`src/rtl/core/thbf_pkg.sv`:
```
package thbf_pkg;

   // Fixed widths of the hashing datapath and the configuration register.
   localparam int HASH_W = 64;
   localparam int MUL_W  = 32;
   localparam int CFG_W  = 17;
   localparam int OUT_W  = 16;

   // Hash seeds and the Q0.64 multiplicative hashing constants.
   localparam logic [HASH_W-1:0] DJB_SEED  = 64'd5381;
   localparam logic [HASH_W-1:0] SDBM_SEED = 64'd0;
   localparam logic [HASH_W-1:0] PHI_Q64   = 64'h9E3779B97F4A7C15;
   localparam logic [HASH_W-1:0] PHI10_Q64 = 64'd1140071481932319848;

   // Reset value of the filter size register.
   localparam logic [CFG_W-1:0] FILTER_BITS_RESET = 17'd65536;

   // Operation codes carried in the func field.
   localparam logic [1:0] FUNC_INSERT = 2'd0;
   localparam logic [1:0] FUNC_DELETE = 2'd1;
   localparam logic [1:0] FUNC_QUERY  = 2'd2;

   // One input transaction.
   typedef struct packed {
      logic [1:0]        func;
      logic signed [7:0] key_byte;
      logic              byte_valid;
      logic              last_byte;
   } req_type;

   // One result transaction.
   typedef struct packed {
      logic             present;
      logic [OUT_W-1:0] first_index;
      logic [OUT_W-1:0] second_index;
   } rsp_type;

   // Operands for the shared multiplier.
   typedef struct packed {
      logic [MUL_W-1:0] op_a;
      logic [MUL_W-1:0] op_b;
   } mul_req_type;

   // Access strobes for the bit store.
   typedef struct packed {
      logic rd_en;
      logic wr_en;
   } store_ctl_type;

   // Sequencer states.
   typedef enum logic [4:0] {
      ST_IDLE,
      ST_MUL_LL,
      ST_MUL_HL,
      ST_MUL_LH,
      ST_FRAC,
      ST_SCALE_LO,
      ST_SCALE_HI,
      ST_INDEX,
      ST_DIV_RECIP,
      ST_DIV_BACK,
      ST_DIV_REM,
      ST_READ_A,
      ST_WRITE_A,
      ST_READ_B,
      ST_WRITE_B,
      ST_RESPOND
   } state_type;

endpackage

```
`src/rtl/core/thbf_mul.sv`:
```
module thbf_mul (
   input  logic                         clock,
   input  thbf_pkg::mul_req_type        mul_req,
   output logic [thbf_pkg::HASH_W-1:0]  prod
);
   import thbf_pkg::*;

   logic [HASH_W-1:0] prod_in;
   logic [HASH_W-1:0] prod_ff;

   // One 32 by 32 unsigned product per cycle, registered.
   assign prod_in = HASH_W'(mul_req.op_a) * HASH_W'(mul_req.op_b);

   always_ff @(posedge clock) begin
      prod_ff <= prod_in;
   end

   assign prod = prod_ff;

endmodule

```
`config.mk`:
```
export PLATFORM = sky130hd
export DESIGN_NAME = thbf_mul
export DESIGN_NICKNAME = d
export VERILOG_FILES = /design/src/rtl/core/thbf_pkg.sv /design/src/rtl/core/thbf_mul.sv
export SDC_FILE = /design/constraint.sdc
export NUM_CORES = 2
export LEC_CHECK = 0
export BUFFER_PORTS_ARGS = -buffer_cell sky130_fd_sc_hd__buf_2
export CAP_MARGIN = 25
export CORE_ASPECT_RATIO = 0.75
export CORE_MARGIN = 1
export CORE_UTILIZATION = 55
export CTS_CLUSTER_SIZE = 14
export DETAILED_ROUTE_END_ITERATION = 10
export PLACE_DENSITY = 0.69
export SLEW_MARGIN = 0
export SYNTH_ARGS = -nofsm -noshare
export SYNTH_HDL_FRONTEND = slang
export SYNTH_SLANG_ARGS = --single-unit
```
`constraint.sdc`:
```
create_clock -name clock -period 9.7 [get_ports clock]
set_input_delay 0 -clock clock [delete_from_list [all_inputs] [get_ports clock]]
set_output_delay 0 -clock clock [all_outputs]
set_load 0.01 [all_outputs]
```
==> flow_metrics.py <==
metrics = {
    "global_route": {
        "antenna_found_initial": 3,
        "first_global_vias": 26602,
        "grt_usage_pct": 31.9,
        "grt_max_degree": 33,
        "overflow": 0,
        "grt_pass1_wl_um": 154000,
    },
    "detailed_routing": {
        "viasPerCell": 5.44,
        "vias": 24433,
        "drc": 0,
        "wl_per_cell_um": 21.3,
        "drt_pre_antenna_iters": 5,
        "first_iter_violations": 2058,
        "drtAntennaViolNets": 0,
        "wirelength_um": 95500,
    },
    "timing": {
        "max_clock_freq_mhz": 131,
        "hold_viol": 0,
        "relSlewSlack_pct": 42.0,
        "min_period_over_period_pct": 79.0,
        "slew_violations": 0,
        "tightest_slew_ns": 0.870,
        "period_minus_slack_ns": 7.66,
        "grt_setup_unrepaired": "false",
        "setup_tns_ns": 0,
        "setup_viol": 0,
    },
    "setup_path": {
        "end_kind": "flip-flop",
        "path_buf_inv": 4,
        "startpoint_type": "input port",
        "cpPeakStageDelay_ns": 0.70,
        "arrival_ns": 7.96,
        "criticalPathCategory": "input port to flip-flop",
        "path_common_cell": "fa_1",
        "cp_max_fo": 32,
        "cp.required_ns": 9.99,
        "crit_family": "adder cells",
        "cpMaxStageDelayCell": "fa_1",
        "crit_chain": "buf_2 -> nand2_1 -> fa_1 -> fa_1 -> inv_1 -> fa_1 -> fa_1 -> fa_1 -> fa_1 -> fa_1 -> inv_1 -> fa_1 -> inv_1 -> ha_1 -> nand2_1 -> or4_1 -> or3_1 -> a31oi_1 -> a31o_2 -> a211oi_1 -> o21ai_1 -> xor2_1",
    },
    "place": {
        "dp_hpwl_um": 76000,
        "io_buffers": 128,
        "gp_congestion": 0.914,
    },
    "synth": {
        "muxShareOfSynthArea_pct": 0.0289,
        "synth_compound_area_share_pct": 3.92,
        "synth.distinct_cells": 56,
        "synth-simple-area-share_pct": 17.7,
        "seq_area_frac_synth_pct": 3.70,
        "synth_adder_area_share_pct": 61.3,
        "netlist_instances": 3758,
        "synth-edff-count": 0,
        "synthArstFlopShare_pct": 0,
        "avgSynthCellArea_um2": 9.21,
        "synth_ff_type": "dfxtp_1",
        "synth_top_family_by_area": "adder cells",
        "netlist_area_um2": 34600,
        "synth-seq-cells": 64,
        "syn-num-nets": 4982,
        "ys.warnings.count": 0,
        "synth_xor_area_share_pct": 1.49,
    },
    "final_layout": {
        "drive_above_1_share_pct": 4.37,
        "fin_nets": 4901,
        "mostFrequentLayoutCells": "fa_1 (896), inv_1 (863), and2_1 (603), nand2_1 (478), ha_1 (263)",
        "final_common_cell": "fa_1",
        "largest_reg_flops": 64,
        "nFillCells": 5531,
        "area_growth_pct": 3.37,
    },
    "floorplanning": {
        "start_util_pct": 55.7,
        "die_y_um": 219,
        "die_area_um2": 64000,
        "coreArea_um2": 62200,
        "rows": 79,
        "die_w_um": 292,
        "ios": 129,
    },
    "cts": {
        "cts-root-buf": "clkbuf_16",
        "hold_buffers": 0,
        "cts_buffers": 9,
        "cts_tree": "yes",
        "post_cts_buffers": 0,
        "clk_pin_slew_ns": 0.06,
        "htree_levels": 3,
        "clock_path_buffers": 2,
        "clock_sinks": 64,
        "cts-resized-gates": 0,
    },
    "job": {
        "max_cap_viol_count": 0,
    },
    "hold_path": {
        "hp-class": "input port to flip-flop",
    },
    "outcome": {
        "status": "complete, no violations",
    },
}
[kinds of logic after synthesis]
kind of cell             Yosys count
AO/OA/AOI/OAI                    205
XOR/XNOR                          59
adder cells (fa/ha/maj)         1159
buffers and inverters           1090
flip-flops                        64
multiplexers                       1
AND/OR/NAND/NOR                 1180
[cells in the mapped netlist, types with 24 or more instances]
master | number | share of area, %
a21o_1 | 37 | 0.80
nand2_1 | 478 | 5.2
dfxtp_1 | 64 | 3.7
ha_1 | 263 | 9.5
xnor2_1 | 33 | 0.83
o21ai_0 | 28 | 0.40
inv_1 | 863 | 9.4
nand4_1 | 24 | 0.43
clkbuf_1 | 215 | 2.3
fa_1 | 896 | 52
and2_1 | 603 | 11
a21oi_1 | 68 | 0.98
xor2_1 | 26 | 0.66
[per-stage QoR]
stage,area (um2),hold WS (ns),instances,worst slack (ns),utilization (%)
2_1_floorplan,34600,0.127,3758,2.95,-
3_3_place_gp,35500,0.394,4476,1.79,57.1
3_5_place_dp,35500,0.392,4476,1.74,57.1
4_1_cts,35800,0.277,4491,2.11,57.6
5_1_grt,35800,0.328,4493,1.65,57.6
6_report,35800,0.305,4493,2.04,57.6
[metal layers]
metal | routed length (um) | track usage [%] | vias up | share of wire, %
li1 | - | - | 10696 | -
met1 | 43000 | 46.9 | 12503 | 45
met2 | 37400 | 43.6 | 1164 | 39
met3 | 13900 | 14.0 | 70 | 15
met4 | 1220 | 5.47 | 0 | 1.3
met5 | 0 | 1.37 | - | 0
[layout make-up]
class	instances	area, um2	area share [%]
diodes	2	5.00	0.0140
clock buffers	10	239	0.668
repair buffers	135	693	1.94
clock inverters	5	81.3	0.227
flip-flops and latches	64	1280	3.58
well taps	810	1010	2.83
inverters	863	3240	9.05
multi-input cells	2604	29200	81.7
[worst paths after layout]
check | endpoint | from | cells after the start | slack [ns]
hold / removal | prod[0] | mul_req[0] | 2 | 0.31
setup / recovery | prod[62] | mul_req[51] | 22 | 2.04
Power is left out: the tool's default activity adds up to more than one toggle a clock period on the data nets, which glitch-free logic cannot reach.
