==> config.mk <==
export PLATFORM = sky130hd
export DESIGN_NAME = thbf_hash
export DESIGN_NICKNAME = d
export VERILOG_FILES = /design/src/rtl/core/thbf_pkg.sv /design/src/rtl/core/thbf_hash.sv
export SDC_FILE = /design/constraint.sdc
export NUM_CORES = 1
export LEC_CHECK = 0
export ABC_AREA = 1
export BUFFER_PORTS_ARGS = -buffer_cell sky130_fd_sc_hd__buf_2
export CAP_MARGIN = 20
export CORE_MARGIN = 1
export CORE_UTILIZATION = 30
export CTS_CLUSTER_SIZE = 20
export DETAILED_ROUTE_END_ITERATION = 8
export GPL_ROUTABILITY_DRIVEN = 0
export SETUP_SLACK_MARGIN = 0.2
export SLEW_MARGIN = 20
export SYNTH_ARGS = -nofsm -noshare
export SYNTH_HDL_FRONTEND = slang
export SYNTH_SLANG_ARGS = --single-unit
==> constraint.sdc <==
create_clock -name clock -period 3.98 [get_ports clock]
set_input_delay 0.796 -clock clock [delete_from_list [all_inputs] [get_ports clock]]
set_output_delay 0.796 -clock clock [all_outputs]
set_load 0.01 [all_outputs]
==> src/rtl/core/thbf_pkg.sv <==
package thbf_pkg;

   // Fixed widths of the hashing datapath and the configuration register.
   localparam int HASH_W = 64;
   localparam int MUL_W  = 32;
   localparam int CFG_W  = 17;
   localparam int OUT_W  = 16;

   // Hash seeds and the Q0.64 multiplicative hashing constants.
   localparam logic [HASH_W-1:0] DJB_SEED  = 64'd5381;
   localparam logic [HASH_W-1:0] SDBM_SEED = 64'd0;
   localparam logic [HASH_W-1:0] PHI_Q64   = 64'h9E3779B97F4A7C15;
   localparam logic [HASH_W-1:0] PHI10_Q64 = 64'd1140071481932319848;

   // Reset value of the filter size register.
   localparam logic [CFG_W-1:0] FILTER_BITS_RESET = 17'd65536;

   // Operation codes carried in the func field.
   localparam logic [1:0] FUNC_INSERT = 2'd0;
   localparam logic [1:0] FUNC_DELETE = 2'd1;
   localparam logic [1:0] FUNC_QUERY  = 2'd2;

   // One input transaction.
   typedef struct packed {
      logic [1:0]        func;
      logic signed [7:0] key_byte;
      logic              byte_valid;
      logic              last_byte;
   } req_type;

   // One result transaction.
   typedef struct packed {
      logic             present;
      logic [OUT_W-1:0] first_index;
      logic [OUT_W-1:0] second_index;
   } rsp_type;

   // Operands for the shared multiplier.
   typedef struct packed {
      logic [MUL_W-1:0] op_a;
      logic [MUL_W-1:0] op_b;
   } mul_req_type;

   // Access strobes for the bit store.
   typedef struct packed {
      logic rd_en;
      logic wr_en;
   } store_ctl_type;

   // Sequencer states.
   typedef enum logic [4:0] {
      ST_IDLE,
      ST_MUL_LL,
      ST_MUL_HL,
      ST_MUL_LH,
      ST_FRAC,
      ST_SCALE_LO,
      ST_SCALE_HI,
      ST_INDEX,
      ST_DIV_RECIP,
      ST_DIV_BACK,
      ST_DIV_REM,
      ST_READ_A,
      ST_WRITE_A,
      ST_READ_B,
      ST_WRITE_B,
      ST_RESPOND
   } state_type;

endpackage

==> src/rtl/core/thbf_hash.sv <==
module thbf_hash (
   input  logic                         clock,
   input  logic                         reset,
   input  logic                         accept,
   input  thbf_pkg::req_type            req,
   input  logic                         key_done,
   output logic [thbf_pkg::HASH_W-1:0]  first_hash,
   output logic [thbf_pkg::HASH_W-1:0]  second_hash
);
   import thbf_pkg::*;

   logic [HASH_W-1:0] first_hash_ff;
   logic [HASH_W-1:0] first_hash_in;
   logic [HASH_W-1:0] second_hash_ff;
   logic [HASH_W-1:0] second_hash_in;
   logic [HASH_W-1:0] byte_ext;

   // The character is sign extended before it joins the hashes.
   assign byte_ext = {{(HASH_W-8){req.key_byte[7]}}, req.key_byte};

   // djb2 is h*33 + c and sdbm is h*65599 + c, both as shifts and adds.
   always_comb begin
      first_hash_in  = first_hash_ff;
      second_hash_in = second_hash_ff;
      if (key_done) begin
         first_hash_in  = DJB_SEED;
         second_hash_in = SDBM_SEED;
      end else if (accept && req.byte_valid) begin
         first_hash_in  = (first_hash_ff << 5) + first_hash_ff + byte_ext;
         second_hash_in = (second_hash_ff << 16) + (second_hash_ff << 6)
                          - second_hash_ff + byte_ext;
      end
   end

   always_ff @(posedge clock) begin
      if (reset) begin
         first_hash_ff  <= DJB_SEED;
         second_hash_ff <= SDBM_SEED;
      end else begin
         first_hash_ff  <= first_hash_in;
         second_hash_ff <= second_hash_in;
      end
   end

   assign first_hash  = first_hash_ff;
   assign second_hash = second_hash_ff;

endmodule

==> impl_metrics.env <==
export IMPL_status="finished, final reports clean"
export IMPL_vias=21141
export IMPL_worst_path_most_repeated_cell="inv_1"
export IMPL_detailedPlacementHpwl_mm=60.1
export IMPL_h_tree_depth=4
export IMPL_syn_area_um2=20700
export IMPL_worstPathCellList="inv_1 > fa_1 > inv_1 > fa_1 > inv_1 > ha_1 > nand2_1 > nor2_1 > nand2_1 > buf_4 > nor2_1 > nand3_1 > nand4_1 > nand3_1 > nand2_1 > inv_1"
export IMPL_path_buf_inv=5
export IMPL_synth_fp_nets=3860
export IMPL_num_io_pins=144
export IMPL_hp_class="reg -> reg"
export IMPL_synth_area_leader_cell="nand2_1"
export IMPL_fin_crit_sh=0.911
export IMPL_fin_tns_setup_ns=0
export IMPL_fillers=7494
export IMPL_rr_startpoint="second_hash[23]"
export IMPL_numCtsBuffers=17
export IMPL_antenna_found_initial=0
export IMPL_seq_area_frac_synth=0.124
export IMPL_hold_slack_ns=0.547
export IMPL_grt_max_degree=129
export IMPL_vdd_drop_max_mv=0.268
export IMPL_hold_viol=0
export IMPL_synth_area_top_cells="nand2_1, inv_1, fa_1"
export IMPL_path_depth=16
export IMPL_reg2reg_depth=16
export IMPL_final_max_slew_violation_count=0
export IMPL_r2r_slack_ns=0.35
export IMPL_fin_util=0.359
export IMPL_maxCapViolCount=0
export IMPL_path_class="reg -> reg"
export IMPL_vias_per_cell=4.50
export IMPL_arrival_ns=4.03
export IMPL_clk_latency_ns=0.51
export IMPL_skew_ns=0.0169
export IMPL_drive_gt1_frac=0.112
export IMPL_drt_wl_total_mm=70.8
export IMPL_synthArstFlopShare=0
export IMPL_max_stage_delay_ns=0.50
export IMPL_synth_most_common_cell="nand2_1"
export IMPL_fmax_mhz=276
export IMPL_drtIter0Drc=1349
export IMPL_wl_per_cell_um=15.1
export IMPL_p_leak_nw=15.5
export IMPL_synth_distinct_cells=30
export IMPL_setup_viol=0
export IMPL_cp_start_kind="flip-flop"
export IMPL_cp_required_ns=4.38
export IMPL_crit_start="second_hash[23]"
export IMPL_cts_sinks=128
export IMPL_path_delay_family="adder cells"
export IMPL_nets=4143
export IMPL_syn_to_final_growth_pct=17.5
export IMPL_synth_cells=3531
export IMPL_syn_area_per_cell_um2=5.86
export IMPL_cts_tree="yes"
export IMPL_synth_flop_cell="dfxtp_1"
export IMPL_post_cts_buffers=0
export IMPL_tightestPinTransition_ns=0.879
export IMPL_synth_commonest_cells="nand2_1, inv_1, nor2_1"
export IMPL_ctsRootBufferMaster="clkbuf_16"
export IMPL_dr_pass1_iters=5
export IMPL_postCtsResizedCells=0
export IMPL_fp_row_count=95
export IMPL_yosys_warnings=0
export IMPL_antenna_left=0
export IMPL_r2r_end="second_hash[49]"
export IMPL_grt_pass1_vias=20202
export IMPL_cts_hold_buffers_added=0
export IMPL_die_area_um2=70100
export IMPL_cp_end_kind="flip-flop"
export IMPL_coreArea_um2=67800
export IMPL_initial_core_util=0.306
export IMPL_cp_max_fo=4
export IMPL_grtUsageTotal=0.206
export IMPL_power_density_nw_per_um2=349
export IMPL_clk_pin_slew_ns=0.07
export IMPL_crit_end="second_hash[49]"
export IMPL_slew_headroom=0.414
export IMPL_crit_slowest_cell="fa_1"
export IMPL_die_w_um=265
export IMPL_fin_crit_ns=3.63
export IMPL_synth_edf_count=0
export IMPL_port_buffers=140
export IMPL_die_height_um=265
export IMPL_synth_seq_cells=128
export IMPL_drc=0
export IMPL_yosysTopAreaCellShare=0.216
export IMPL_cts_buffer_depth=2
export IMPL_grt_overflow_total=0
export IMPL_rsz0062_at_grt="yes"
export IMPL_grt_pass1_wl_mm=111
export IMPL_n_antenna_cell=0
worst min-delay path by stage:
stage / startpoint / endpoint / slack, ns / cells after the start
floorplan: first_hash[2] / first_hash[2] / 0.55 / 2
global placement: first_hash[1] / first_hash[1] / 0.53 / 2
detailed placement: first_hash[1] / first_hash[1] / 0.54 / 2
CTS: first_hash[1] / first_hash[1] / 0.55 / 2
global route: first_hash[1] / first_hash[1] / 0.60 / 2
finish: first_hash[1] / first_hash[1] / 0.55 / 2
cells by family after synthesis:
logic type                 synth area share
and+or+nand+nor                       0.331
adders and majority gates             0.249
xor gates and xnor gates             0.0241
AOI/OAI and AO/OA                    0.0772
buffers and inverters                 0.195
DFF                                   0.124
flip-flops by register name, summed over array words and instances, names as in the netlist:
name         flops
second_hash     64
first_hash      64
metrics by stage:
step	setup slack [ns]	cell area, um^2	power, mW	cells
floorplan	0.699	20700	4.75	3531
global placement	-0.127	23700	6.70	4668
detailed placement	-0.166	23700	6.75	4668
CTS	0.362	24300	8.49	4699
global route	0.164	24300	9.23	4699
finish	0.352	24300	8.50	4699
where the power goes:
group          internal [mW]  switching [mW]
clock                  0.950           0.738
sequential              1.34          0.0916
combinational           2.02            3.37
worst min-delay path, cell delays in order (launching register included):
cell and delay [ns]:
dfxtp_1 0.35, nor2_1 0.11, nor2_1 0.05
metal layers:
metal	vias to the layer above	part of all wire	global-route usage
met2	471	0.49	0.368
met1	9674	0.43	0.251
li1	10889	-	-
met4	0	0.033	0.0762
met3	107	0.044	0.0275
met5	-	0	0
cell usage in the layout, fill, tap and decap left out, types with 3 or more instances in the layout:
cell type / count
inv_2: 4
inv_1: 1029
nor3_2: 15
inv_6: 3
nand3_1: 158
dfxtp_1: 126
a21oi_1: 97
ha_1: 148
buf_4: 156
xor2_1: 45
o21ai_0: 103
clkbuf_16: 17
nand2_2: 21
buf_2: 139
and2_1: 3
buf_12: 9
nand3_2: 10
nand4_1: 21
xnor2_1: 12
nor2_2: 29
fa_1: 164
nor2_1: 207
nand2_1: 1192
clkinvlp_4: 4
o211ai_1: 27
nor3_1: 13
o21bai_1: 48
o21ai_1: 5
final cells by class:
cell class	count	area, um^2	area share
clock buffers	19	453	0.0186
clock inverters	12	135	0.00555
inverters	1034	3890	0.160
multi-input cells	2328	14100	0.581
flip-flops and latches	128	2560	0.105
well taps	873	1090	0.0449
repair buffers	305	2060	0.0847
Note: power is estimated with default switching activity, not from simulation.
