**config.mk**
```make
export PLATFORM = sky130hd
export DESIGN_NAME = thbf_ctrl
export DESIGN_NICKNAME = d
export VERILOG_FILES = /design/src/rtl/core/thbf_pkg.sv /design/src/rtl/core/thbf_ctrl.sv
export SDC_FILE = /design/constraint.sdc
export NUM_CORES = 1
export LEC_CHECK = 0
export ABC_AREA = 1
export BUFFER_PORTS_ARGS = -buffer_cell sky130_fd_sc_hd__clkbuf_2
export CAP_MARGIN = 20
export CORE_MARGIN = 5
export CORE_UTILIZATION = 30
export CTS_BUF_LIST = sky130_fd_sc_hd__clkbuf_2 sky130_fd_sc_hd__clkbuf_4 sky130_fd_sc_hd__clkbuf_8
export CTS_CLUSTER_DIAMETER = 200
export CTS_CLUSTER_SIZE = 8
export DETAILED_ROUTE_END_ITERATION = 10
export PLACE_DENSITY_LB_ADDON = 0.2
export SLEW_MARGIN = 20
export SYNTH_ARGS = -nofsm -noshare
export SYNTH_HDL_FRONTEND = slang
export SYNTH_SLANG_ARGS = --single-unit
export TNS_END_PERCENT = 100
```
**constraint.sdc**
```tcl
create_clock -name clock -period 6.6 [get_ports clock]
set_input_delay 0.99 -clock clock [delete_from_list [all_inputs] [get_ports clock]]
set_output_delay 0.99 -clock clock [all_outputs]
set_load 0.01 [all_outputs]
```
**src/rtl/core/thbf_pkg.sv**
```systemverilog
package thbf_pkg;

   // Fixed widths of the hashing datapath and the configuration register.
   localparam int HASH_W = 64;
   localparam int MUL_W  = 32;
   localparam int CFG_W  = 17;
   localparam int OUT_W  = 16;

   // Hash seeds and the Q0.64 multiplicative hashing constants.
   localparam logic [HASH_W-1:0] DJB_SEED  = 64'd5381;
   localparam logic [HASH_W-1:0] SDBM_SEED = 64'd0;
   localparam logic [HASH_W-1:0] PHI_Q64   = 64'h9E3779B97F4A7C15;
   localparam logic [HASH_W-1:0] PHI10_Q64 = 64'd1140071481932319848;

   // Reset value of the filter size register.
   localparam logic [CFG_W-1:0] FILTER_BITS_RESET = 17'd65536;

   // Operation codes carried in the func field.
   localparam logic [1:0] FUNC_INSERT = 2'd0;
   localparam logic [1:0] FUNC_DELETE = 2'd1;
   localparam logic [1:0] FUNC_QUERY  = 2'd2;

   // One input transaction.
   typedef struct packed {
      logic [1:0]        func;
      logic signed [7:0] key_byte;
      logic              byte_valid;
      logic              last_byte;
   } req_type;

   // One result transaction.
   typedef struct packed {
      logic             present;
      logic [OUT_W-1:0] first_index;
      logic [OUT_W-1:0] second_index;
   } rsp_type;

   // Operands for the shared multiplier.
   typedef struct packed {
      logic [MUL_W-1:0] op_a;
      logic [MUL_W-1:0] op_b;
   } mul_req_type;

   // Access strobes for the bit store.
   typedef struct packed {
      logic rd_en;
      logic wr_en;
   } store_ctl_type;

   // Sequencer states.
   typedef enum logic [4:0] {
      ST_IDLE,
      ST_MUL_LL,
      ST_MUL_HL,
      ST_MUL_LH,
      ST_FRAC,
      ST_SCALE_LO,
      ST_SCALE_HI,
      ST_INDEX,
      ST_DIV_RECIP,
      ST_DIV_BACK,
      ST_DIV_REM,
      ST_READ_A,
      ST_WRITE_A,
      ST_READ_B,
      ST_WRITE_B,
      ST_RESPOND
   } state_type;

endpackage

```
**src/rtl/core/thbf_ctrl.sv**
```systemverilog
module thbf_ctrl #(
   parameter int MAX_BITS  = 65536,
   parameter int WORD_BITS = 64,
   parameter int ADDR_W    = 10
) (
   input  logic                         clock,
   input  logic                         reset,
   input  logic                         accept,
   input  thbf_pkg::req_type            req,
   input  logic [thbf_pkg::CFG_W-1:0]   filter_bits,
   input  logic [thbf_pkg::HASH_W-1:0]  first_hash,
   input  logic [thbf_pkg::HASH_W-1:0]  second_hash,
   input  logic [thbf_pkg::HASH_W-1:0]  prod,
   input  logic [WORD_BITS-1:0]         rdata,
   output thbf_pkg::mul_req_type        mul_req,
   output thbf_pkg::store_ctl_type      store_ctl,
   output logic [ADDR_W-1:0]            store_addr,
   output logic [WORD_BITS-1:0]         store_wdata,
   output logic                         key_done,
   output logic                         busy,
   output logic                         rsp_valid,
   output thbf_pkg::rsp_type            rsp_data
);
   import thbf_pkg::*;

   localparam int IDX_W     = $clog2(MAX_BITS);
   localparam int BIT_W     = $clog2(WORD_BITS);
   localparam int DIV_SHIFT = IDX_W + BIT_W;
   localparam longint unsigned DIV_RECIP_FULL =
      ((64'd1 << DIV_SHIFT) + 64'(WORD_BITS) - 64'd1) / 64'(WORD_BITS);
   localparam logic [MUL_W-1:0] DIV_RECIP  = MUL_W'(DIV_RECIP_FULL);
   localparam logic [MUL_W-1:0] WORD_CONST = MUL_W'(WORD_BITS);
   localparam logic [MUL_W-1:0] MAX_CONST  = MUL_W'(MAX_BITS);

   state_type            state_ff, state_in;
   logic                 sel_ff, sel_in;
   logic [1:0]           func_ff, func_in;
   logic [HASH_W-1:0]    acc_ff, acc_in;
   logic [IDX_W-1:0]     idx_ff, idx_in;
   logic [ADDR_W-1:0]    quot_ff, quot_in;
   logic [ADDR_W-1:0]    word_a_ff, word_a_in;
   logic [ADDR_W-1:0]    word_b_ff, word_b_in;
   logic [BIT_W-1:0]     bit_a_ff, bit_a_in;
   logic [BIT_W-1:0]     bit_b_ff, bit_b_in;
   logic [OUT_W-1:0]     index_a_ff, index_a_in;
   logic [OUT_W-1:0]     index_b_ff, index_b_in;
   logic                 hit_a_ff, hit_a_in;
   logic                 present_ff, present_in;

   logic [HASH_W-1:0]    hash_sel;
   logic [HASH_W-1:0]    const_sel;
   logic [MUL_W-1:0]     scale_op;
   logic [HASH_W-1:0]    scale_sum;
   logic [HASH_W-1:0]    quot_full;
   logic [IDX_W-1:0]     rem_full;
   logic [BIT_W-1:0]     rem_bit;
   logic                 is_write_op;
   logic [BIT_W-1:0]     bit_sel;
   logic [WORD_BITS-1:0] bit_mask;

   // The first pass works on the djb2 hash, the second on the sdbm hash.
   assign hash_sel  = sel_ff ? second_hash : first_hash;
   assign const_sel = sel_ff ? PHI10_Q64 : PHI_Q64;

   // Filter size in use: zero acts as one, sizes above the store are capped.
   always_comb begin
      scale_op = MUL_W'(filter_bits);
      if (filter_bits == '0) begin
         scale_op = MUL_W'(1);
      end else if (MUL_W'(filter_bits) > MAX_CONST) begin
         scale_op = MAX_CONST;
      end
   end

   // Index arithmetic taps on the multiplier result.
   assign scale_sum = prod + acc_ff;
   assign quot_full = prod >> DIV_SHIFT;
   assign rem_full  = idx_ff - prod[IDX_W-1:0];
   assign rem_bit   = rem_full[BIT_W-1:0];

   // Next state.
   always_comb begin
      state_in = state_ff;
      unique case (state_ff)
         ST_IDLE: begin
            if (accept && req.last_byte) begin
               state_in = ST_MUL_LL;
            end
         end
         ST_MUL_LL:    state_in = ST_MUL_HL;
         ST_MUL_HL:    state_in = ST_MUL_LH;
         ST_MUL_LH:    state_in = ST_FRAC;
         ST_FRAC:      state_in = ST_SCALE_LO;
         ST_SCALE_LO:  state_in = ST_SCALE_HI;
         ST_SCALE_HI:  state_in = ST_INDEX;
         ST_INDEX:     state_in = ST_DIV_RECIP;
         ST_DIV_RECIP: state_in = ST_DIV_BACK;
         ST_DIV_BACK:  state_in = ST_DIV_REM;
         ST_DIV_REM:   state_in = sel_ff ? ST_READ_A : ST_MUL_LL;
         ST_READ_A:    state_in = ST_WRITE_A;
         ST_WRITE_A:   state_in = ST_READ_B;
         ST_READ_B:    state_in = ST_WRITE_B;
         ST_WRITE_B:   state_in = ST_RESPOND;
         ST_RESPOND:   state_in = ST_IDLE;
         default:      state_in = ST_IDLE;
      endcase
   end

   // Outputs: multiplier operands, store access, key_done, busy and the result strobe.
   assign is_write_op = (func_ff == FUNC_INSERT) || (func_ff == FUNC_DELETE);
   assign bit_sel     = (state_ff == ST_WRITE_B) ? bit_b_ff : bit_a_ff;
   assign bit_mask    = WORD_BITS'(1) << bit_sel;

   always_comb begin
      mul_req         = '0;
      store_ctl       = '0;
      store_addr      = word_a_ff;
      store_wdata     = (func_ff == FUNC_INSERT) ? (rdata | bit_mask) : (rdata & ~bit_mask);
      key_done        = 1'b0;
      busy            = 1'b1;
      rsp_valid       = 1'b0;
      unique case (state_ff)
         ST_IDLE: begin
            busy = 1'b0;
         end
         ST_MUL_LL: begin
            mul_req.op_a = hash_sel[MUL_W-1:0];
            mul_req.op_b = const_sel[MUL_W-1:0];
         end
         ST_MUL_HL: begin
            mul_req.op_a = hash_sel[HASH_W-1:MUL_W];
            mul_req.op_b = const_sel[MUL_W-1:0];
         end
         ST_MUL_LH: begin
            mul_req.op_a = hash_sel[MUL_W-1:0];
            mul_req.op_b = const_sel[HASH_W-1:MUL_W];
         end
         ST_SCALE_LO: begin
            mul_req.op_a = acc_ff[MUL_W-1:0];
            mul_req.op_b = scale_op;
         end
         ST_SCALE_HI: begin
            mul_req.op_a = acc_ff[HASH_W-1:MUL_W];
            mul_req.op_b = scale_op;
         end
         ST_DIV_RECIP: begin
            mul_req.op_a = MUL_W'(idx_ff);
            mul_req.op_b = DIV_RECIP;
         end
         ST_DIV_BACK: begin
            mul_req.op_a = MUL_W'(quot_full[ADDR_W-1:0]);
            mul_req.op_b = WORD_CONST;
         end
         ST_READ_A: begin
            store_ctl.rd_en = 1'b1;
         end
         ST_WRITE_A: begin
            store_ctl.wr_en = is_write_op;
         end
         ST_READ_B: begin
            store_ctl.rd_en = 1'b1;
            store_addr      = word_b_ff;
         end
         ST_WRITE_B: begin
            store_ctl.wr_en = is_write_op;
            store_addr      = word_b_ff;
         end
         ST_RESPOND: begin
            rsp_valid = 1'b1;
            key_done  = 1'b1;
         end
         default: begin
            busy = 1'b1;
         end
      endcase
   end

   assign rsp_data.present      = present_ff;
   assign rsp_data.first_index  = index_a_ff;
   assign rsp_data.second_index = index_b_ff;

   // Datapath register updates, one step of the index computation a cycle.
   always_comb begin
      sel_in     = sel_ff;
      func_in    = func_ff;
      acc_in     = acc_ff;
      idx_in     = idx_ff;
      quot_in    = quot_ff;
      word_a_in  = word_a_ff;
      word_b_in  = word_b_ff;
      bit_a_in   = bit_a_ff;
      bit_b_in   = bit_b_ff;
      index_a_in = index_a_ff;
      index_b_in = index_b_ff;
      hit_a_in   = hit_a_ff;
      present_in = present_ff;
      unique case (state_ff)
         ST_IDLE: begin
            if (accept && req.last_byte) begin
               sel_in  = 1'b0;
               func_in = req.func;
            end
         end
         ST_MUL_HL: begin
            acc_in = prod;
         end
         ST_MUL_LH, ST_FRAC: begin
            acc_in = acc_ff + {prod[MUL_W-1:0], {MUL_W{1'b0}}};
         end
         ST_SCALE_HI: begin
            acc_in = {{MUL_W{1'b0}}, prod[HASH_W-1:MUL_W]};
         end
         ST_INDEX: begin
            idx_in = scale_sum[IDX_W+MUL_W-1:MUL_W];
         end
         ST_DIV_BACK: begin
            quot_in = quot_full[ADDR_W-1:0];
         end
         ST_DIV_REM: begin
            if (sel_ff) begin
               word_b_in  = quot_ff;
               bit_b_in   = rem_bit;
               index_b_in = OUT_W'(idx_ff);
            end else begin
               word_a_in  = quot_ff;
               bit_a_in   = rem_bit;
               index_a_in = OUT_W'(idx_ff);
               sel_in     = 1'b1;
            end
         end
         ST_WRITE_A: begin
            hit_a_in = rdata[bit_a_ff];
         end
         ST_WRITE_B: begin
            present_in = (func_ff == FUNC_QUERY) && hit_a_ff && rdata[bit_b_ff];
         end
         default: begin
            acc_in = acc_ff;
         end
      endcase
   end

   always_ff @(posedge clock) begin
      if (reset) begin
         state_ff <= ST_IDLE;
         sel_ff   <= 1'b0;
         func_ff  <= FUNC_INSERT;
      end else begin
         state_ff <= state_in;
         sel_ff   <= sel_in;
         func_ff  <= func_in;
      end
   end

   always_ff @(posedge clock) begin
      acc_ff     <= acc_in;
      idx_ff     <= idx_in;
      quot_ff    <= quot_in;
      word_a_ff  <= word_a_in;
      word_b_ff  <= word_b_in;
      bit_a_ff   <= bit_a_in;
      bit_b_ff   <= bit_b_in;
      index_a_ff <= index_a_in;
      index_b_ff <= index_b_in;
      hit_a_ff   <= hit_a_in;
      present_ff <= present_in;
   end

endmodule

```
==> metrics.md, run 1 <==
| Metric | Value |
|---|---|
| Most numerous cell in the Yosys netlist | nand2_1 |
| Worst skew pair latency | 0.53 ns |
| Async set-reset flop share out of synthesis | 0% |
| Sequential Power Share | 34.9% |
| Net Count, Synth | 2,811 |
| Non-Filler Instances | 3,545 |
| Tightest Pin Transition | 1.06 ns |
| Residual DRC | 0 |
| R2r setup slk | 3.76 ns |
| Worst reg2reg endpoint | present_ff$_DFFE_PP_ |
| Dominant cells by area after synthesis | edfxtp_1, nand2_1, nand3_1, inv_1, ha_1 |
| Placed cells | 3,511 |
| Post-CTS Setup Repair Bufs | 0 |
| Die ar. | 0.0565 sq mm |
| Sequential-to-total area share from yosys stat | 31.0% |
| Origin of the worst setup path | bit_b_ff[1]$_DFFE_PP_ |
| Synth top cells by count | nand2_1, inv_1, nand3_1, nor2_1, edfxtp_1 |
| Die W | 238 um |
| H-tree depth | 4 |
| CTS tree | built |
| Max_cap viols | 0 |
| Worst-path fanout max | 18 |
| Worst Path Required | 5.61 ns |
| Die height | 238 um |
| FMAX | 222 MHz |
| Clk network pwr share | 19.6% |
| GR Util All Layers | 25.6% |
| Initial Utilization | 30.3% |
| Num Clock Sinks | 163 |
| Area leader, netlist | edfxtp_1 |
| Leakage | 9.52 nW |
| Crit-path max cell delay | 0.87 ns |
| Remaining Overflow, GRT | 0 |
| Worst setup EP type | output pin |
| Fin nets | 3,223 |
| Synth Cell Area | 0.0156 sq mm |
| Post-DP HPWL | 63,400 um |
| Maximum vdd drop | 0.145 mV |
| Finished Cell Area | 0.0189 sq mm |
| Synth top area share | 30.1% |
| Global placer's final weighted congestion | 1.00 |
| Final hold vios | 0 |
| Critical Path AT | 3.52 ns |
| Max Slew Vio Count | 0 |
| Final ANT Viol Nets | 0 |
| Setup total negative slack | 0 ns |
| IO Port Bufs | 454 |
| Sw frac | 45.6% |
| Crit path depth | 9 |
| Status | finished clean |
| CP max-delay cell | edfxtp_1 |
| Post-synth EDFFs | 156 |
| Kind of critical path | reg2out |
| Routed WL | 76,800 um |
| Buffers plus inverters on the worst setup path | 2 |
| Post-Synthesis Mean Instance Area | 6.38 sq um |
| Worst R2R Start | bit_b_ff[1]$_DFFE_PP_ |
| Cts repair resizes | 0 |
| Min Tclk post-route | 4.51 ns |
| Max Clock Skew | 0.0221 ns |
| Flop and latch count out of synthesis | 163 |
| CP Launch Type | flop |
| Layout cells sized above 1 | 18.6% |
| Combinational fraction of design power | 45.5% |
| Hold crit path type | reg2reg |
| Worst-path clk slew | 0.11 ns |
| Total number of vias | 18,400 |
| Yosys cell types | 47 |
| Int Power | 2.09 mW |
| Syn-to-layout area delta | 21.6% |
| Top Family by Delay on Critical Path | buffers and inverters |
| Largest net degree at the start of global routing | 65 |
| Initial DRC count | 1,569 |
| Root Driver | clkbuf_8 |
| Core area | 0.0514 sq mm |
| Register-to-Register Path Depth | 8 |
| Routed wire per std cell | 21.7 um |
| Top FF cell, synth | edfxtp_1 |
| Mapped Cells | 2,439 |
| Row count | 83 |
| Period utilization | 68.3% |
| Pwr dens | 203 mW/mm^2 |
| Vias per cell | 5.20 |
| Endpoints failing setup | 0 |
| Slew Limit Headroom | 29.4% |
| Antenna violations before repair | 4 |
| Unrepaired setup endpoints after global routing | false |
| CTS Buffer Depth | 2 |
| Cell area after placement | 0.0185 sq mm |
| Number of buffers created by CTS | 17 |
| Synthesis Warnings | 0 |
| Crit-path cells | clkinv_1 > o21ai_0 > nor2_1 > nand2_1 > nor2_1 > nand3_1 > nand2_1 > o21ai_1 > clkbuf_2 |
| Vias in the first global route | 17,500 |
| Worst Setup EP | store_wdata[40] |
| Drt pass-1 iters | 7 |
| I/O pins | 464 |
| Post-CTS Hold Buffers | 0 |
| Psw | 1.75 mW |
| First-pass GRT wire length | 110,000 um |
[cells by family (layout without fill, tap and decap cells)]
family	after synthesis	in the layout	synth area share, %
AOI/OAI and AO/OA	418	418	15.4
xor gates and xnor gates	9	9	0.507
adders and majority gates	84	84	6.85
buffers and inverters	381	806	9.69
DFF	163	163	31.0
muxes	5	5	0.322
other	0	1	0
and+or+nand+nor	1379	1379	36.3
[layout make-up]
| class | instances | area, sq um |
|---|---|---|
| Inverter | 299 | 1130 |
| Clock inverter | 14 | 136 |
| Timing Repair Buffer | 475 | 2440 |
| Antenna cell | 1 | 2.50 |
| Sequential cell | 163 | 4830 |
| Clock buffer | 18 | 241 |
| Multi-Input combinational cell | 1895 | 9290 |
| Tap cell | 680 | 851 |
| Fill cell | 5655 | 32500 |
[routing by layer]
metal	GRT usage (%)	wire length (um)	part of all wire, %
met5	0	33	0.043
met4	8.94	2590	3.4
met3	3.89	5160	6.7
met2	43.8	36900	48
met1	33.0	32100	42
[sequential cells by signal (all words and copies together), names as in the netlist, 2 cells and up]
signal      cells
func_ff         2
word_a_ff      10
index_a_ff     16
word_b_ff      10
index_b_ff     16
idx_ff         16
state_ff        4
bit_a_ff        6
acc_ff         64
bit_b_ff        6
quot_ff        10
[per-stage QoR]
step | total power, mW | util (%) | hold WS, ns | worst slack (ns)
5_1_grt | 4.09 | 36.8 | 0.474 | 1.86
3_3_place_gp | 3.08 | 36.0 | 0.422 | 2.77
6_report | 3.85 | 36.8 | 0.461 | 2.09
2_1_floorplan | 2.39 | - | 0.421 | 3.30
3_5_place_dp | 3.09 | 36.0 | 0.437 | 2.75
4_1_cts | 3.85 | 36.7 | 0.464 | 2.14
[worst min path at each step]
| stage | start | end | slack (ns) | depth (start not counted) |
|---|---|---|---|---|
| after global routing | quot_ff[9]$_DFFE_PN_ | word_a_ff[9]$_DFFE_PP_ | 0.47 | 0 |
| after global placement | quot_ff[8]$_DFFE_PN_ | word_a_ff[8]$_DFFE_PP_ | 0.42 | 0 |
| after CTS | quot_ff[2]$_DFFE_PN_ | word_a_ff[2]$_DFFE_PP_ | 0.46 | 0 |
| after detailed placement | quot_ff[0]$_DFFE_PN_ | word_a_ff[0]$_DFFE_PP_ | 0.44 | 0 |
| after floorplan | quot_ff[0]$_DFFE_PN_ | word_a_ff[0]$_DFFE_PP_ | 0.42 | 0 |
| final | quot_ff[9]$_DFFE_PN_ | word_b_ff[9]$_DFFE_PP_ | 0.46 | 0 |
[worst reg2reg max path, delay by kind of cell, from the launching register on]
kind                   cells  cell delay [ns]
buffers and inverters      1             0.80
AOI/OAI and AO/OA          1             0.20
and+or+nand+nor            6             0.80
DFF                        1             0.87
[cell usage in the layout (no fill, tap or decap), types with 17 or more instances in the layout]
master / n
a21oi_1: 122
a22oi_1: 20
buf_4: 20
clkbuf_2: 454
clkbuf_8: 17
edfxtp_1: 156
ha_1: 82
inv_1: 289
nand2_1: 847
nand3_1: 244
nand4_1: 24
nor2_1: 213
nor3_1: 23
o2111ai_1: 19
o21ai_0: 120
o21ai_1: 74
[power by group through the flow]
stage / sequential, mW / combinational (mW) / clock [mW]
floorplan: 1.31 / 1.08 / 0
global placement: 1.37 / 1.72 / 0
detailed placement: 1.37 / 1.72 / 0
CTS: 1.34 / 1.73 / 0.779
global route: 1.35 / 1.94 / 0.804
finish: 1.34 / 1.75 / 0.753
Note: power is estimated with default switching activity, not from simulation.
==> inputs of run 2 (changes only) <==
ABC_AREA = 0   (was 1)
clock period = 3.8 ns   (was 6.6 ns; I/O delays follow)
==> run 2 against run 1 <==
Sequential power is 51% higher. Global-route usage is 3.9 points lower. Register-to-register slack worse by 3.3 ns. Count of clock-buffer cells in the layout is 1 lower. Non-clock buffer count is 38 higher. Critical path depth stayed put. Die area is 11% lower. Design area is 7.9% lower. Flip-flop and latch count stayed put. Combinational power is 30% lower. Via count is 27% lower. Wire length is 25% lower.
==> metrics.md, run 2 <==
| Metric | Value |
|---|---|
| Vias in the first global route | 13,300 (was 17,500) |
| Remaining Overflow, GRT | 0 (unchanged) |
| Layout cells sized above 1 | 36.7% (was 18.6%) |
| Worst setup EP type | output pin (unchanged) |
| Period utilization | 93.6% |
| Status | finished clean (unchanged) |
| Max Slew Vio Count | 0 (unchanged) |
| Synthesis Warnings | 0 (unchanged) |
| Dominant cells by area after synthesis | edfxtp_1, ha_1, mux4_2, mux2_2, nand2_1 (was edfxtp_1, nand2_1, nand3_1, inv_1, ha_1) |
| Routed WL | 57,500 um (was 76,800 um) |
| Final hold vios | 0 (unchanged) |
| Residual DRC | 0 (unchanged) |
| Hold path start | reset (was quot_ff[9]$_DFFE_PN_) |
| Flop and latch count out of synthesis | 163 (unchanged) |
| Worst-path fanout max | 20 (was 18) |
| Number of buffers created by CTS | 17 (unchanged) |
| CTS Buffer Depth | 2 (unchanged) |
| CP Launch Type | flop (unchanged) |
| Initial DRC count | 1,046 (was 1,569) |
| FMAX | 281 MHz |
| Origin of the worst setup path | state_ff[2]$_SDFFE_PP0P_ (was bit_b_ff[1]$_DFFE_PP_) |
| Synth top area share | 33.9% (was 30.1%) |
| Most numerous cell in the Yosys netlist | nand2_1 (unchanged) |
| Pwr dens | 266 mW/mm^2 (was 203 mW/mm^2) |
| Area leader, netlist | edfxtp_1 (unchanged) |
| Hold crit path type | in2reg (was reg2reg) |
| Largest Register | acc_ff (unchanged) |
| Die ar. | 0.0504 sq mm (was 0.0565 sq mm) |
| Worst R2R Start | acc_ff[32]$_DFFE_PP_ (was bit_b_ff[1]$_DFFE_PP_) |
| Root Driver | clkbuf_8 (unchanged) |
| Vias per cell | 5.44 (was 5.20) |
| Most common cell after layout, fill and taps aside | clkbuf_2 (was nand2_1) |
| Post-DP HPWL | 46,400 um (was 63,400 um) |
| Sequential-to-total area share from yosys stat | 34.9% (was 31.0%) |
| Post-synth EDFFs | 156 (unchanged) |
| Unrepaired setup endpoints after global routing | false (unchanged) |
| Most frequent cells in the layout | clkbuf_2, nand2_1, edfxtp_1, o21ai_0, ha_1 (was nand2_1, clkbuf_2, inv_1, nand3_1, nor2_1) |
| Yosys cell types | 70 (was 47) |
| Core area | 0.0455 sq mm (was 0.0514 sq mm) |
| Kind of critical path | reg2out (unchanged) |
| Drt pass-1 iters | 5 (was 7) |
| Post-Synthesis Mean Instance Area | 9.56 sq um (was 6.38 sq um) |
| Endpoints failing setup | 0 (unchanged) |
| Max_cap viols | 0 (unchanged) |
| Top FF cell, synth | edfxtp_1 (unchanged) |
| Final ANT Viol Nets | 0 (unchanged) |
| Post-CTS Setup Repair Bufs | 0 (unchanged) |
| H-tree depth | 4 (unchanged) |
| Tightest Pin Transition | 0.822 ns (was 1.06 ns) |
| First-pass GRT wire length | 83,600 um (was 110,000 um) |
| Antenna violations before repair | 8 (was 4) |
| IO Port Bufs | 454 (unchanged) |
| Largest net degree at the start of global routing | 68 (was 65) |
| Slew Limit Headroom | 44.8% (was 29.4%) |
| Row count | 78 (was 83) |
| Die W | 225 um (was 238 um) |
| Initial Utilization | 30.4% (was 30.3%) |
| Net Count, Synth | 1,816 (was 2,811) |
| GR Util All Layers | 21.7% (was 25.6%) |
| Min Tclk post-route | 3.56 ns |
| Leakage | 7.39 nW (was 9.52 nW) |
| Setup total negative slack | 0 ns (unchanged) |
| Global placer's final weighted congestion | 0.876 (was 1.00) |
| Async set-reset flop share out of synthesis | 0% (unchanged) |
| Worst-path clk slew | 0.10 ns (was 0.11 ns) |
| CTS tree | built (unchanged) |
| Num Clock Sinks | 163 (unchanged) |
| Mapped Cells | 1,444 (was 2,439) |
| Maximum vdd drop | 0.165 mV (was 0.145 mV) |
| Die height | 225 um (was 238 um) |
| Finished Cell Area | 0.0174 sq mm (was 0.0189 sq mm) |
| Cell area after placement | 0.0170 sq mm (was 0.0185 sq mm) |
| Max Clock Skew | 0.0317 ns (was 0.0221 ns) |
| Synth top cells by count | nand2_1, edfxtp_1, o21ai_0, clkbuf_1, ha_1 (was nand2_1, inv_1, nand3_1, nor2_1, edfxtp_1) |
| Routed wire per std cell | 23.1 um (was 21.7 um) |
| Total number of vias | 13,600 (was 18,400) |
| I/O pins | 464 (unchanged) |
| Syn-to-layout area delta | 26.1% (was 21.6%) |
| Fin nets | 2,247 (was 3,223) |
| Synth Cell Area | 0.0138 sq mm (was 0.0156 sq mm) |
| Max FFs per register | 64 (unchanged) |
| R2r setup slk | 0.41 ns (was 3.76 ns) |
| Critical Path AT | 2.99 ns (was 3.52 ns) |
| Worst Path Required | 3.23 ns (was 5.61 ns) |
| Worst skew pair latency | 0.52 ns (was 0.53 ns) |
==> run 2: changes by cell type in the layout (fill, tap and decap cells not counted), sizes merged, moves of 43 or more <==
cell / previous run / this run
a21o: 0 / 48
a21oi: 123 / 73
inv: 304 / 48
mux2: 0 / 74
nand2: 851 / 202
nand3: 244 / 51
nor2: 223 / 51
o21ai: 198 / 155
==> run 2: per-stage QoR <==
stage	util, %	hold WS (ns)	cells	power (mW)	worst slack (ns)
global route	38.3	0.282	2490	4.85	0.00460
CTS	38.2	0.234	2488	4.68	0.0369
detailed placement	37.3	0.430	2456	3.28	0.0958
floorplan	-	0.421	1444	2.75	0.426
finish	38.3	0.290	2493	4.63	0.243
global placement	37.2	0.425	2455	3.27	0.135
==> run 2: layout make-up <==
cell class | instances | area [sq um]
Antenna cell | 5 | 12.5
Clock buffer | 17 | 234
Clock inverter | 15 | 184
Fill cell | 4653 | 28100
Inverter | 40 | 154
Multi-Input combinational cell | 1140 | 8520
Sequential cell | 163 | 4830
Tap cell | 600 | 751
Timing Repair Buffer | 513 | 2740
==> run 2: what timing repair did <==
item / 4_1_cts / 5_1_grt
hold buffers: 0 / 0
setup endpoints to repair: 32 / 43
gates resized for setup: 1 / 6
endpoints found under the hold margin: 0 / 0
==> run 2: final timing paths <==
kind / end / depth (start not counted)
worst max register to register: acc_ff[62]$_DFFE_PP_ / 14
worst max-delay path: store_wdata[33] / 9
worst min-delay path: sel_ff$_SDFFE_PP0P_ / 2
worst min register to register: word_a_ff[6]$_DFFE_PP_ / 0
==> run 2: worst max-delay path, cell delays in order, from the launching register on <==
cell and delay [ns]:
dfxtp_1 0.33, nand2_1 0.17, or2_4 0.31, clkinvlp_4 0.25, nand2_1 0.11, nand2_1 0.17
nor3_1 0.55, nand2_1 0.14, mux2_2 0.31, clkbuf_2 0.13
==> run 2: logic make-up after synthesis <==
family          after synthesis  synth area share (%)
fa+ha+maj                    84                  7.72
compound gates              447                  21.3
flops                       163                  34.9
buf+inv                     141                  4.07
mux                         150                  15.3
xor+xnor                     52                  3.30
simple gates                407                  13.4
==> run 2: power by group <==
group / total (mW) / leakage, nW / switching, mW / internal [mW]
Combinational: 1.23 / 5.72 / 0.681 / 0.544
Clock: 1.38 / 0.208 / 0.817 / 0.561
Sequential: 2.02 / 1.46 / 0.0223 / 2.00
==> run 2: layer usage <==
layer  GRT usage, %  part of all wire, %  vias up
li1               -                    -     6420
met1           28.3                   43     6546
met2           37.6                   49      518
met3           3.68                  6.4       61
met4           5.36                  1.6       10
met5              0                 0.13        -
==> inputs of run 3 (changes only) <==
clock period = 3.2 ns   (was 3.8 ns; I/O delays follow)
==> run 3 against run 2 <==
Register-to-register slack got worse by 0.35 ns. Count of clock-buffer cells in the layout did not move. Worst hold slack got worse by 0.091 ns. Critical path depth rose by 2. Final cell count rose by 5.8%. Flip-flop and latch count did not move. Utilization rose by 3.8 points. Setup slack got worse by 0.18 ns. Critical path type is now reg2reg. Largest cell class unchanged.
==> metrics.md, run 3 (synthesis gave the netlist of run 2 again) <==
| Metric | Value |
|---|---|
| Status | finished clean (unchanged) |
| I/O pins | 464 (unchanged) |
| Routed wire per std cell | 22.8 um (was 23.1 um) |
| Fin nets | 2,393 (was 2,247) |
| Max FFs per register | 64 (unchanged) |
| Min Tclk post-route | 3.14 ns |
| Tightest Pin Transition | 0.741 ns (was 0.822 ns) |
| Post-DP HPWL | 47,900 um (was 46,400 um) |
| Number of buffers created by CTS | 17 (unchanged) |
| Antenna violations before repair | 7 (was 8) |
| Syn-to-layout area delta | 38.7% (was 26.1%) |
| Post-CTS Hold Buffers | 0 (unchanged) |
| Period utilization | 98.1% |
| Storage cell area | 0.00483 sq mm (about the same) |
| Pwr dens | 301 mW/mm^2 (was 266 mW/mm^2) |
| Setup ws final | 0.0602 ns (was 0.243 ns) |
| Most frequent cells in the layout | clkbuf_2, buf_4, nand2_1, edfxtp_1, o21ai_0 (was clkbuf_2, nand2_1, edfxtp_1, o21ai_0, ha_1) |
| Top Family by Delay on Critical Path | compound AO/OA/AOI/OAI gates (was simple AND/OR/NAND/NOR gates) |
| Initial DRC count | 1,025 (was 1,046) |
| Max Slew Vio Count | 0 (unchanged) |
| IO Port Bufs | 454 (unchanged) |
| CP max-delay cell | edfxtp_1 (was nor3_1) |
| Crit-path max cell delay | 0.44 ns (was 0.55 ns) |
| CTS tree | built (unchanged) |
| CP Launch Type | flop (unchanged) |
| Setup total negative slack | 0 ns (unchanged) |
| CTS Buffer Depth | 2 (unchanged) |
| Num Clock Sinks | 163 (unchanged) |
| Hold crit path type | in2reg (unchanged) |
| Worst Path Required | 3.44 ns (was 3.23 ns) |
| Die W | 225 um (unchanged) |
| Final hold vios | 0 (unchanged) |
| Largest net degree at the start of global routing | 68 (unchanged) |
| Worst skew pair latency | 0.51 ns (was 0.52 ns) |
| WHS | 0.199 ns (was 0.290 ns) |
| Crit-path cells | ha_4 > a21o_1 > a21o_1 > a221oi_2 > and3b_1 > a221oi_2 > o22ai_2 > or4_4 > a31oi_4 > xnor2_1 > o21ai_1 (was nand2_1 > or2_4 > clkinvlp_4 > nand2_1 > nand2_1 > nor3_1 > nand2_1 > mux2_2 > clkbuf_2) |
| Root Driver | clkbuf_8 (unchanged) |
| Worst-path fanout max | 2 (was 20) |
| Power Total | 5.76 mW (was 4.63 mW) |
| Max Clock Skew | 0.0200 ns (was 0.0317 ns) |
| Final ANT Viol Nets | 0 (unchanged) |
| GR Util All Layers | 22.4% (was 21.7%) |
| FMAX | 318 MHz |
| Vias per cell | 5.47 (was 5.44) |
| Area of the multi-input gates | 0.00906 sq mm (was 0.00852 sq mm) |
| Residual DRC | 0 (unchanged) |
| Largest Register | acc_ff (unchanged) |
| Fin util | 42.1% (was 38.3%) |
| Core area | 0.0455 sq mm (unchanged) |
| Kind of critical path | reg2reg (was reg2out) |
| Vias in the first global route | 14,000 (was 13,300) |
| Buffers plus inverters on the worst setup path | 0 (was 2) |
| Global placer's final weighted congestion | 0.907 (was 0.876) |
| Non-Filler Instances | 2,637 (was 2,493) |
| First-pass GRT wire length | 86,800 um (was 83,600 um) |
| Unrepaired setup endpoints after global routing | true (was false) |
| Maximum vdd drop | 0.251 mV (was 0.165 mV) |
| Slew Limit Headroom | 50.6% (was 44.8%) |
| Worst setup EP type | flop (was output pin) |
| H-tree depth | 4 (unchanged) |
| Die ar. | 0.0504 sq mm (unchanged) |
| Die height | 225 um (unchanged) |
| Cell area after placement | 0.0179 sq mm (was 0.0170 sq mm) |
| Initial Utilization | 30.4% (unchanged) |
| Leakage | 8.28 nW (was 7.39 nW) |
| Critical Path AT | 3.38 ns (was 2.99 ns) |
| Routed WL | 60,100 um (was 57,500 um) |
| Place WS | -0.264 ns (was 0.0958 ns) |
| Max_cap viols | 0 (unchanged) |
| Placed cells | 2,581 (was 2,456) |
| Endpoints failing setup | 0 (unchanged) |
| Finished Cell Area | 0.0191 sq mm (was 0.0174 sq mm) |
| Row count | 78 (unchanged) |
| Worst-path clk slew | 0.10 ns (about the same) |
| Drt pass-1 iters | 5 (unchanged) |
| Total number of vias | 14,400 (was 13,600) |
| Fill count | 4,574 (was 4,653) |
| Most common cell after layout, fill and taps aside | clkbuf_2 (unchanged) |
| Remaining Overflow, GRT | 0 (unchanged) |
| Layout cells sized above 1 | 45.3% (was 36.7%) |
==> run 3: cell count changes in the layout (fill, tap and decap cells not counted), moves of 9 or more <==
cell      previous run  this run
o41ai_2              0        18
buf_2                0         9
o21ai_0            148       127
o41ai_1             32        10
nand2_1            202       193
o21ai_1              6        15
o21ai_2              1        12
clkbuf_2           454       445
buf_4               58       196
==> run 3: repair_timing <==
item	CTS	global route
resized for setup	46	95
pin swaps	9	25
endpoints found under the setup margin	66	98
cloned	0	0
buffers inserted	5	16
==> run 3: worst paths after layout <==
path | start | to | slack (ns) | cells past startpoint
min reg2reg | quot_ff[7]$_DFFE_PN_ | word_a_ff[7]$_DFFE_PP_ | 0.46 | 0
min | reset | sel_ff$_SDFFE_PP0P_ | 0.20 | 2
max | acc_ff[50]$_DFFE_PP_ | acc_ff[63]$_DFFE_PP_ | 0.06 | 11
max reg2reg | acc_ff[50]$_DFFE_PP_ | acc_ff[63]$_DFFE_PP_ | 0.06 | 11
==> run 3: cell type report <==
type                            count  share of cell area, %
Multi-Input combinational cell   1140                   47.3
Sequential cell                   163                   25.2
Timing Repair Buffer              659                   20.4
Tap cell                          600                   3.92
Clock buffer                       17                   1.22
Clock inverter                     15                   1.03
Inverter                           40                  0.810
Antenna cell                        3                 0.0392
==> run 3: per-layer routing <==
metal  GRT usage, %  routed length (um)  vias to the layer above
met5              0                  44                        -
met4           4.56                 920                       10
met3           4.02                3820                       69
met2           38.8               29700                      577
met1           29.7               25600                     7064
li1               -                   -                     6707
==> run 3: power by group <==
group          leakage [nW]  total, mW  internal, mW  switching [mW]
Sequential             1.47       2.40          2.37          0.0233
Clock                 0.215       1.71         0.797           0.910
Combinational          6.60       1.65         0.785           0.870
